**src/rtl/tdssf_pkg.sv**
```systemverilog
// Shared constants and the digit-to-segment function for the
// three-digit seven-segment formatter. No dependencies.
package tdssf_pkg;

	localparam int unsigned FIELD_W = 16;
	localparam int unsigned SEG_W   = 8;
	localparam int unsigned READ_W  = 10;   // holds the clamped reading, 0..999

	localparam logic [READ_W-1:0] MAX_READING = 10'd999;
	localparam logic [SEG_W-1:0]  SEG_POINT   = 8'h80;
	localparam logic [SEG_W-1:0]  SEG_BLANK   = 8'h00;

	typedef logic [SEG_W-1:0] seg_t;

	// Segments A..G on bits 0..6, point off.
	function automatic seg_t digit_seg(input logic [3:0] d);
		seg_t s;
		case (d)
			4'd0: s = 8'h3F;
			4'd1: s = 8'h06;
			4'd2: s = 8'h5B;
			4'd3: s = 8'h4F;
			4'd4: s = 8'h66;
			4'd5: s = 8'h6D;
			4'd6: s = 8'h7D;
			4'd7: s = 8'h07;
			4'd8: s = 8'h7F;
			4'd9: s = 8'h6F;
			default: s = SEG_BLANK;
		endcase
		return s;
	endfunction

endpackage

```
**src/rtl/three_digit_seven_segment_formatter.sv**
```systemverilog
// Top level of the three-digit seven-segment formatter: input register,
// clamp / digit split / segment lookup, and output register.
// Depends on tdssf_pkg.

// Takes a mode bit and two 16-bit readings and returns hundreds, tens and
// units segment patterns (A..G on bits 0..6, point on bit 7). Raw mode shows
// raw_value clamped to 999 with leading zeros and the point on the hundreds
// digit (reads x.xx); otherwise conc_value clamped to 999 is shown with
// leading zeros blanked and no point. Two register stages: a reading that
// transfers in is held in the input register and, unless the output side
// stalls, moves to the output register; one reading can be taken every
// cycle while the output is not stalled. The digit split is done by
// reciprocal multiplies by constants in the single stage between registers.
module three_digit_seven_segment_formatter (
	input  logic                          clk,
	input  logic                          arst_n,
	input  logic                          in_valid,
	output logic                          in_ready,
	input  logic                          raw_mode,
	input  logic [tdssf_pkg::FIELD_W-1:0] raw_value,
	input  logic [tdssf_pkg::FIELD_W-1:0] conc_value,
	output logic                          out_valid,
	input  logic                          out_ready,
	output logic [tdssf_pkg::SEG_W-1:0]   hundreds_segments,
	output logic [tdssf_pkg::SEG_W-1:0]   tens_segments,
	output logic [tdssf_pkg::SEG_W-1:0]   units_segments
);

	logic                          valid_s1;
	logic                          mode_s1;
	logic [tdssf_pkg::FIELD_W-1:0] value_s1;
	logic                          valid_s2;
	logic                          load_s2;

	logic [tdssf_pkg::READ_W-1:0]  v;
	logic [15:0]                   h_prod;
	logic [3:0]                    h;
	logic [6:0]                    r;
	logic [14:0]                   t_prod;
	logic [3:0]                    t;
	logic [3:0]                    u;
	tdssf_pkg::seg_t               hs, ts, us;

	assign load_s2  = valid_s1 && (!valid_s2 || out_ready);
	assign in_ready = !valid_s1 || load_s2;

	always_ff @(posedge clk or negedge arst_n) begin
		if (!arst_n) begin
			valid_s1 <= 1'b0;
			valid_s2 <= 1'b0;
		end else begin
			if (in_ready)
				valid_s1 <= in_valid;
			if (!valid_s2 || out_ready)
				valid_s2 <= valid_s1;
		end
	end

	// Only the selected reading is kept.
	always_ff @(posedge clk) begin
		if (in_valid && in_ready) begin
			mode_s1  <= raw_mode;
			value_s1 <= raw_mode ? raw_value : conc_value;
		end
	end

	always_comb begin
		v = (value_s1 > tdssf_pkg::FIELD_W'(tdssf_pkg::MAX_READING))
			? tdssf_pkg::MAX_READING : value_s1[tdssf_pkg::READ_W-1:0];
		// v/100 = (v*41)>>12, exact for v <= 999
		h_prod = 16'(v) * 16'd41;
		h      = h_prod[15:12];
		r      = 7'(v - 10'(h) * 10'd100);
		// r/10 = (r*205)>>11, exact for r <= 99
		t_prod = 15'(r) * 15'd205;
		t      = t_prod[14:11];
		u      = 4'(r - 7'(t) * 7'd10);

		if (mode_s1) begin
			hs = tdssf_pkg::digit_seg(h) | tdssf_pkg::SEG_POINT;
			ts = tdssf_pkg::digit_seg(t);
		end else begin
			hs = (v >= 10'd100) ? tdssf_pkg::digit_seg(h) : tdssf_pkg::SEG_BLANK;
			ts = (v >= 10'd10)  ? tdssf_pkg::digit_seg(t) : tdssf_pkg::SEG_BLANK;
		end
		us = tdssf_pkg::digit_seg(u);
	end

	always_ff @(posedge clk) begin
		if (load_s2) begin
			hundreds_segments <= hs;
			tens_segments     <= ts;
			units_segments    <= us;
		end
	end

	assign out_valid = valid_s2;

endmodule

```
**config.mk**
```make
export PLATFORM = sky130hd
export DESIGN_NAME = three_digit_seven_segment_formatter
export DESIGN_NICKNAME = d
export VERILOG_FILES = /design/src/rtl/tdssf_pkg.sv /design/src/rtl/three_digit_seven_segment_formatter.sv
export SDC_FILE = /design/constraint.sdc
export NUM_CORES = 1
export LEC_CHECK = 0
export BUFFER_PORTS_ARGS = -buffer_cell sky130_fd_sc_hd__buf_4
export CORE_ASPECT_RATIO = 0.75
export CORE_MARGIN = 3
export CORE_UTILIZATION = 59
export CTS_CLUSTER_DIAMETER = 120
export DETAILED_ROUTE_END_ITERATION = 7
export PLACE_DENSITY = 0.89
export SLEW_MARGIN = 5
export SYNTH_ARGS = -nofsm -noshare
export SYNTH_HDL_FRONTEND = slang
export SYNTH_SLANG_ARGS = --single-unit
```
**constraint.sdc**
```tcl
create_clock -name clk -period 12.44 [get_ports clk]
set_input_delay 2.488 -clock clk [delete_from_list [all_inputs] [get_ports clk]]
set_output_delay 2.488 -clock clk [all_outputs]
set_load 0.05 [all_outputs]
```
After elaboration in Yosys (flattened, before gate mapping)
Memories as Yosys holds them, arrays and structs flattened. A register that Yosys moved wholly into a read port is not among the register bits.
Cells that the tools add are included.
{"block": "word_totals", "register_bits": 43, "romBits": 560, "inputBits": 37, "output_inout_bits": 26, "wordCells": 34, "n_memories": 5}
{"block": "op_classes", "n_addsub": 2, "n_mul": 4, "n_lt_le_gt_ge": 3, "n_mux": 6, "n_reduce_logical": 6}
{"memory": "(name not given)", "depth": 16, "word_bits": 7, "read_ports": 1, "rd_ports_with_merged_regs": 0, "write_ports": 0, "line": "tdssf_pkg.sv:18", "rtl": "case (d)"}
{"memory": "(name not given)", "depth": 16, "word_bits": 7, "read_ports": 1, "rd_ports_with_merged_regs": 0, "write_ports": 0, "line": "tdssf_pkg.sv:18"}
{"memory": "(name not given)", "depth": 16, "word_bits": 7, "read_ports": 1, "rd_ports_with_merged_regs": 0, "write_ports": 0, "line": "tdssf_pkg.sv:18"}
{"memory": "(name not given)", "depth": 16, "word_bits": 7, "read_ports": 1, "rd_ports_with_merged_regs": 0, "write_ports": 0, "line": "tdssf_pkg.sv:18"}
{"memory": "(name not given)", "depth": 16, "word_bits": 7, "read_ports": 1, "rd_ports_with_merged_regs": 1, "write_ports": 0, "line": "tdssf_pkg.sv:18"}
{"operator": "$mux 8", "n": 3}
{"operator": "$gt 16x10->1 const B", "n": 1}
{"operator": "$mul 10x6->16 const B", "n": 1}
{"operator": "$mux 16", "n": 1}
{"operator": "$mul 7x8->15 const B", "n": 1}
{"operator": "$ge 10x4->1 const B", "n": 1}
{"operator": "$ge 10x7->1 const B", "n": 1}
{"operator": "$mux 10", "n": 1}
{"operator": "$mux 7", "n": 1}
{"operator": "$sub 7x7->7", "n": 1}
{"operator": "$mul 4x5->5 const B", "n": 1}
{"operator": "$mul 4x3->3 const B", "n": 1}
{"operator": "$sub 4x4->4", "n": 1}
{"operator": "$logic_and 1x1->1", "n": 2}
{"operator": "$logic_not 1->1", "n": 2}
{"operator": "$logic_or 1x1->1", "n": 2}

Logic depth before layout (Yosys ltp)
An unclocked memory read counts as a cell.
{"block": "depth", "depth_word": 9, "mapped_depth": 44}

Least setup slack after synthesis
Ideal clock, no wire load.
{"block": "synth_path", "path_type": "flip-flop to flip-flop", "from": "register value_s1[10] (netlist bit)", "to": "register units_segments[3] (netlist bit), data pin", "setup_time_ns": 0.255, "arrival_time_ns": 9.461, "setup_slack_ns": 2.724, "stages_incl_launch_ff": 42, "period_less_slack_ns": 9.716, "path_cell_list": "edfxtp_1 nor4_4 nand2_1 or2_2 nor2_1 inv_1 ha_1 inv_1 fa_1 inv_1 ha_1 ha_1 and4_1 nand4_1 o211a_2 o21ai_1 xnor2_1 clkinv_1 (+6 left out) ha_1 fa_1 inv_1 fa_1 inv_1 ha_1 and4_2 nand2_1 or3_4 a21oi_2 or2_1 xor2_1 fa_1 xnor2_1 xnor2_1 xnor3_2 buf_6 a31o_1"}
{"block": "synth_via", "elab_chain_len": 8}
{"item": "from (decl)", "line": "three_digit_seven_segment_formatter.sv:31", "rtl": "logic [tdssf_pkg::FIELD_W-1:0] value_s1;"}
{"item": "from (signal assigned)", "line": "three_digit_seven_segment_formatter.sv:63", "rtl": "value_s1 <= raw_mode ? raw_value : conc_value;"}
{"item": "$gt 16x10->1 *", "line": "three_digit_seven_segment_formatter.sv:68", "rtl": "v = (value_s1 > tdssf_pkg::FIELD_W'(tdssf_pkg::MAX_READING))"}
{"item": "$mux 10 *", "line": "three_digit_seven_segment_formatter.sv:69", "rtl": "? tdssf_pkg::MAX_READING : value_s1[tdssf_pkg::READ_W-1:0];"}
{"item": "$mul 10x6->16", "line": "three_digit_seven_segment_formatter.sv:71", "rtl": "h_prod = 16'(v) * 16'd41;"}
{"item": "$mul 4x5->5", "line": "three_digit_seven_segment_formatter.sv:73", "rtl": "r = 7'(v - 10'(h) * 10'd100);"}
{"item": "$sub 7x7->7 *", "line": "three_digit_seven_segment_formatter.sv:73"}
{"item": "$mul 7x8->15", "line": "three_digit_seven_segment_formatter.sv:75", "rtl": "t_prod = 15'(r) * 15'd205;"}
{"item": "$mul 4x3->3", "line": "three_digit_seven_segment_formatter.sv:77", "rtl": "u = 4'(r - 7'(t) * 7'd10);"}
{"item": "$sub 4x4->4 *", "line": "three_digit_seven_segment_formatter.sv:77"}
{"item": "to (decl)", "line": "three_digit_seven_segment_formatter.sv:26", "rtl": "output logic [tdssf_pkg::SEG_W-1:0] units_segments"}
Mark *: on every way between the ends. The rest lies on a longest branch, timed or not.
A chain may end at the register's enable or synchronous reset.

Worst setup path in the final report
Ends and elaborated chain as after synthesis.

==> flow_results.org <==
** STA
- Minimum hold slack :: 0.497 ns
- The final-report max-slew violation count came to 0.
- Post-Route Setup TNS :: 0 ns
- Worst-Margin Slew :: 1.08 ns
- In this run the tightest slew margin relative to its limit is 26.3%.
- Based on the critical path, the design can be clocked at up to 0.0913 GHz.
- Final Setup Violations :: 0
- RSZ-0062 raised after global routing :: false
- The final-report hold violation count was 0.
- Worst Skew :: 0.00855 ns
- Dividing the final minimum period by the clock period gives 88.1%.
- Shortest period the worst path allows :: 10.95 ns

** Global routing
- For this run, the total global-route usage over all layers was measured as 22.4%.
- The via count of the first global-routing pass came to 3209.
- The first global-routing pass estimated 15000 um of wire.
- The number of antenna violations at the first check in global routing was 0.
- Overflow left after global routing :: 0
- Entering global routing, the biggest net connects 23 pins.

** Critical path
- Cell type with the highest occurrence count on the critical path :: sky130_fd_sc_hd__ha_1
- STA classifies the critical path endpoint as a flop.
- Worst R2R Setup Slack :: 1.49 ns
- Of all nets on the critical path, the largest fanout is 12.
- Data arrival time at the worst-slack endpoint :: 11.02 ns
- For this design, the slowest cell found on the critical path is sky130_fd_sc_hd__nor2_1.
- Type of element launching the critical path :: flop
- For this run, the slowest stage of the critical path takes 0.58 ns.
- Critical path data required time :: 12.51 ns
- The critical path in this run is classified as reg2reg.

** CTS
- Clock edge transition at the registers on the reported setup and hold paths :: 0.08 ns
- The tree is rooted in a sky130_fd_sc_hd__clkbuf_8.
- The clock reaches the later pin of the worst-skew pair after 0.30 ns.
- TritonCTS built the clock tree.
- Maximum buffer depth of the clock tree :: 2
- Buffers inserted during clock tree synthesis total 5.
- Cells resized by post-CTS repair :: 0
- In this run the number of H-tree levels came out at 2.
- Post-CTS setup buffer count :: 0
- Number of buffers inserted by hold repair at cts :: 0
- Clock sink count :: 41

** Die
- Ports placed on the boundary :: 63
- Die extent in y :: 80.0 um
- Once the floorplan was initialized, standard cells occupied 62.2% of the core.
- The floorplan step defined a die boundary enclosing 8370 sq um.
- Die Wd :: 105 um
- Area of the core region :: 6930 sq um
- Row generation in the floorplan step produced 26 rows.

** Synthesis
- Post-synthesis area per instance :: 10.6 sq um
- Counting every instance in the synthesized netlist gives 407.
- The number of different library cells used by synthesis comes to 64.
- Syn. warnings :: 0
- For this run, the register share of the synthesized area comes to 28.4%.
- The synthesized design contains 39 enable-type register cells.
- The most used flip-flop cell after synthesis is sky130_fd_sc_hd__edfxtp_1.
- Synthesis-stage register bit count :: 41
- In the synthesized netlist the async set-or-reset flop fraction comes to 4.88%.
- Post-synthesis instance area :: 4310 sq um

** Route
- In this run, the number of DRC markers left after iteration 0 of detailed routing was 131.
- The first detailed-routing pass ran for 4 iterations.
- In the final routed layout, each cell accounts on average for 15.9 um.
- For this block, the routed nets add up to 8960 um of wire.
- DRC violations left :: 0
- The routed layout has 3198 vias.
- Dividing the detail-routed via count by the number of cells gives 5.67.
- The detail route stage leaves a number of antenna-violating nets equal to 0.

** Outcome
- The flow ran to the end, and the final reports show no timing, DRC or antenna violations.

** Cells and area
- 0 antenna diodes ended up in the layout.
- Of the cells placed in the final design, the portion with a size suffix greater than 1 is 23.8%.
- Growth of design area from synthesis to finish :: 14.5%
- Nets :: 602

** Hold path
- The min-delay analysis places its worst path in the category reg2reg.

** Place
- Once detailed placement completed, the half-perimeter wirelength came to 7290 um.
- The congestion estimate from routability-driven global placement came to 0.904.
- Buffers placed on the I/O ports in this run total 60.

** Flow run
- Number of maximum-capacitance violations :: 0
==> cell type report <==
cell class | instances | area [sq um]
Multi-Input combinational cell | 311 | 2850
Fill cell | 471 | 2000
Sequential cell | 41 | 1220
Timing Repair Buffer | 60 | 450
Inverter | 46 | 173
Tap cell | 98 | 123
Clock buffer | 6 | 72.6
Clock inverter | 2 | 38.8
==> per-layer routing <==
| metal | vias to the layer above | GRT usage, % | routed length (um) |
|---|---|---|---|
| met4 | 0 | 5.50 | 118 |
| met1 | 1539 | 28.3 | 4070 |
| met2 | 86 | 40.0 | 4330 |
| li1 | 1561 | - | - |
| met3 | 12 | 4.04 | 440 |
| met5 | - | 0 | 0 |
==> path summary, 6_finish.rpt <==
check / startpoint / end / cells past startpoint
min in group asynchronous: arst_n / valid_s1 / 1
max in group asynchronous: arst_n / out_valid / 1
setup / recovery: value_s1[10] / units_segments[3] / 39
hold / removal: valid_s1 / out_valid / 1
hold reg to reg: valid_s1 / out_valid / 1
setup reg to reg: value_s1[10] / units_segments[3] / 39
==> synth_stat cells, types with 4 or more instances <==
master                     instances  area, sq um
sky130_fd_sc_hd__and2_1            7         43.8
sky130_fd_sc_hd__mux2i_1           6         60.1
sky130_fd_sc_hd__inv_1            42          158
sky130_fd_sc_hd__o21ai_0           5         25.0
sky130_fd_sc_hd__ha_1             88         1100
sky130_fd_sc_hd__or3_1             8         50.1
sky130_fd_sc_hd__a21oi_1          15         75.1
sky130_fd_sc_hd__nand2b_1          5         31.3
sky130_fd_sc_hd__nor2_1           21         78.8
sky130_fd_sc_hd__xnor2_1          11         96.3
sky130_fd_sc_hd__nand2_1          18         67.6
sky130_fd_sc_hd__xor2_1            7         61.3
sky130_fd_sc_hd__mux2_2           16          180
sky130_fd_sc_hd__and3_1            7         43.8
sky130_fd_sc_hd__a31oi_1           7         43.8
sky130_fd_sc_hd__clkbuf_1          4         15.0
sky130_fd_sc_hd__a21o_1            4         30.0
sky130_fd_sc_hd__o21ai_1           8         40.0
sky130_fd_sc_hd__fa_1             12          240
sky130_fd_sc_hd__nand3_1          10         50.1
sky130_fd_sc_hd__edfxtp_1         39         1170
==> per-stage QoR <==
stage               area, sq um  std cells  setup slack (ns)  utilization (%)
floorplan                  4310        408              2.72                -
global placement           4820        556              2.17             69.6
detailed placement         4820        556              1.55             69.6
CTS                        4930        564              1.53             71.2
global route               4930        564             0.866             71.2
finish                     4930        564              1.49             71.2
==> registers in the layout, indices dropped and copies added (netlist names) <==
| name | count |
|---|---|
| value_s1 | 16 |
| hundreds_segments | 8 |
| tens_segments | 7 |
| units_segments | 7 |
| mode_s1 | 1 |
| out_valid | 1 |
| valid_s1 | 1 |
==> cells in the final DEF (no fill, tap or decap), drive strengths merged, types with 12 or more instances in the layout <==
master,netlist,layout
a21oi,18,18
edfxtp,39,39
o21ai,13,13
inv,45,45
ha,88,88
nor2,21,21
mux2,16,16
nand2,18,18
buf,6,60
fa,12,12
xnor2,12,12
==> cells by family after synthesis <==
logic type	count (synthesis)	share of synthesized area, %
other cells	1	0.0871
buf+inv	56	5.46
xor+xnor	21	4.97
fa+ha+maj	101	31.4
compound gates	60	9.88
flops	41	28.4
simple gates	105	14.3
mux	22	5.58
==> critical path, delay by kind of cell, from the launching register on <==
| family | cells | cell delay [ns] |
|---|---|---|
| xor gates and xnor gates | 6 | 1.86 |
| muxes | 1 | 0.19 |
| buffers and inverters | 5 | 0.67 |
| AOI/OAI and AO/OA | 5 | 0.86 |
| DFF | 1 | 0.44 |
| adders and majority gates | 12 | 4.15 |
| and+or+nand+nor | 10 | 2.52 |
Power is not shown: default switching activity piles up to over one toggle a cycle in this logic, so the estimate is an artifact.
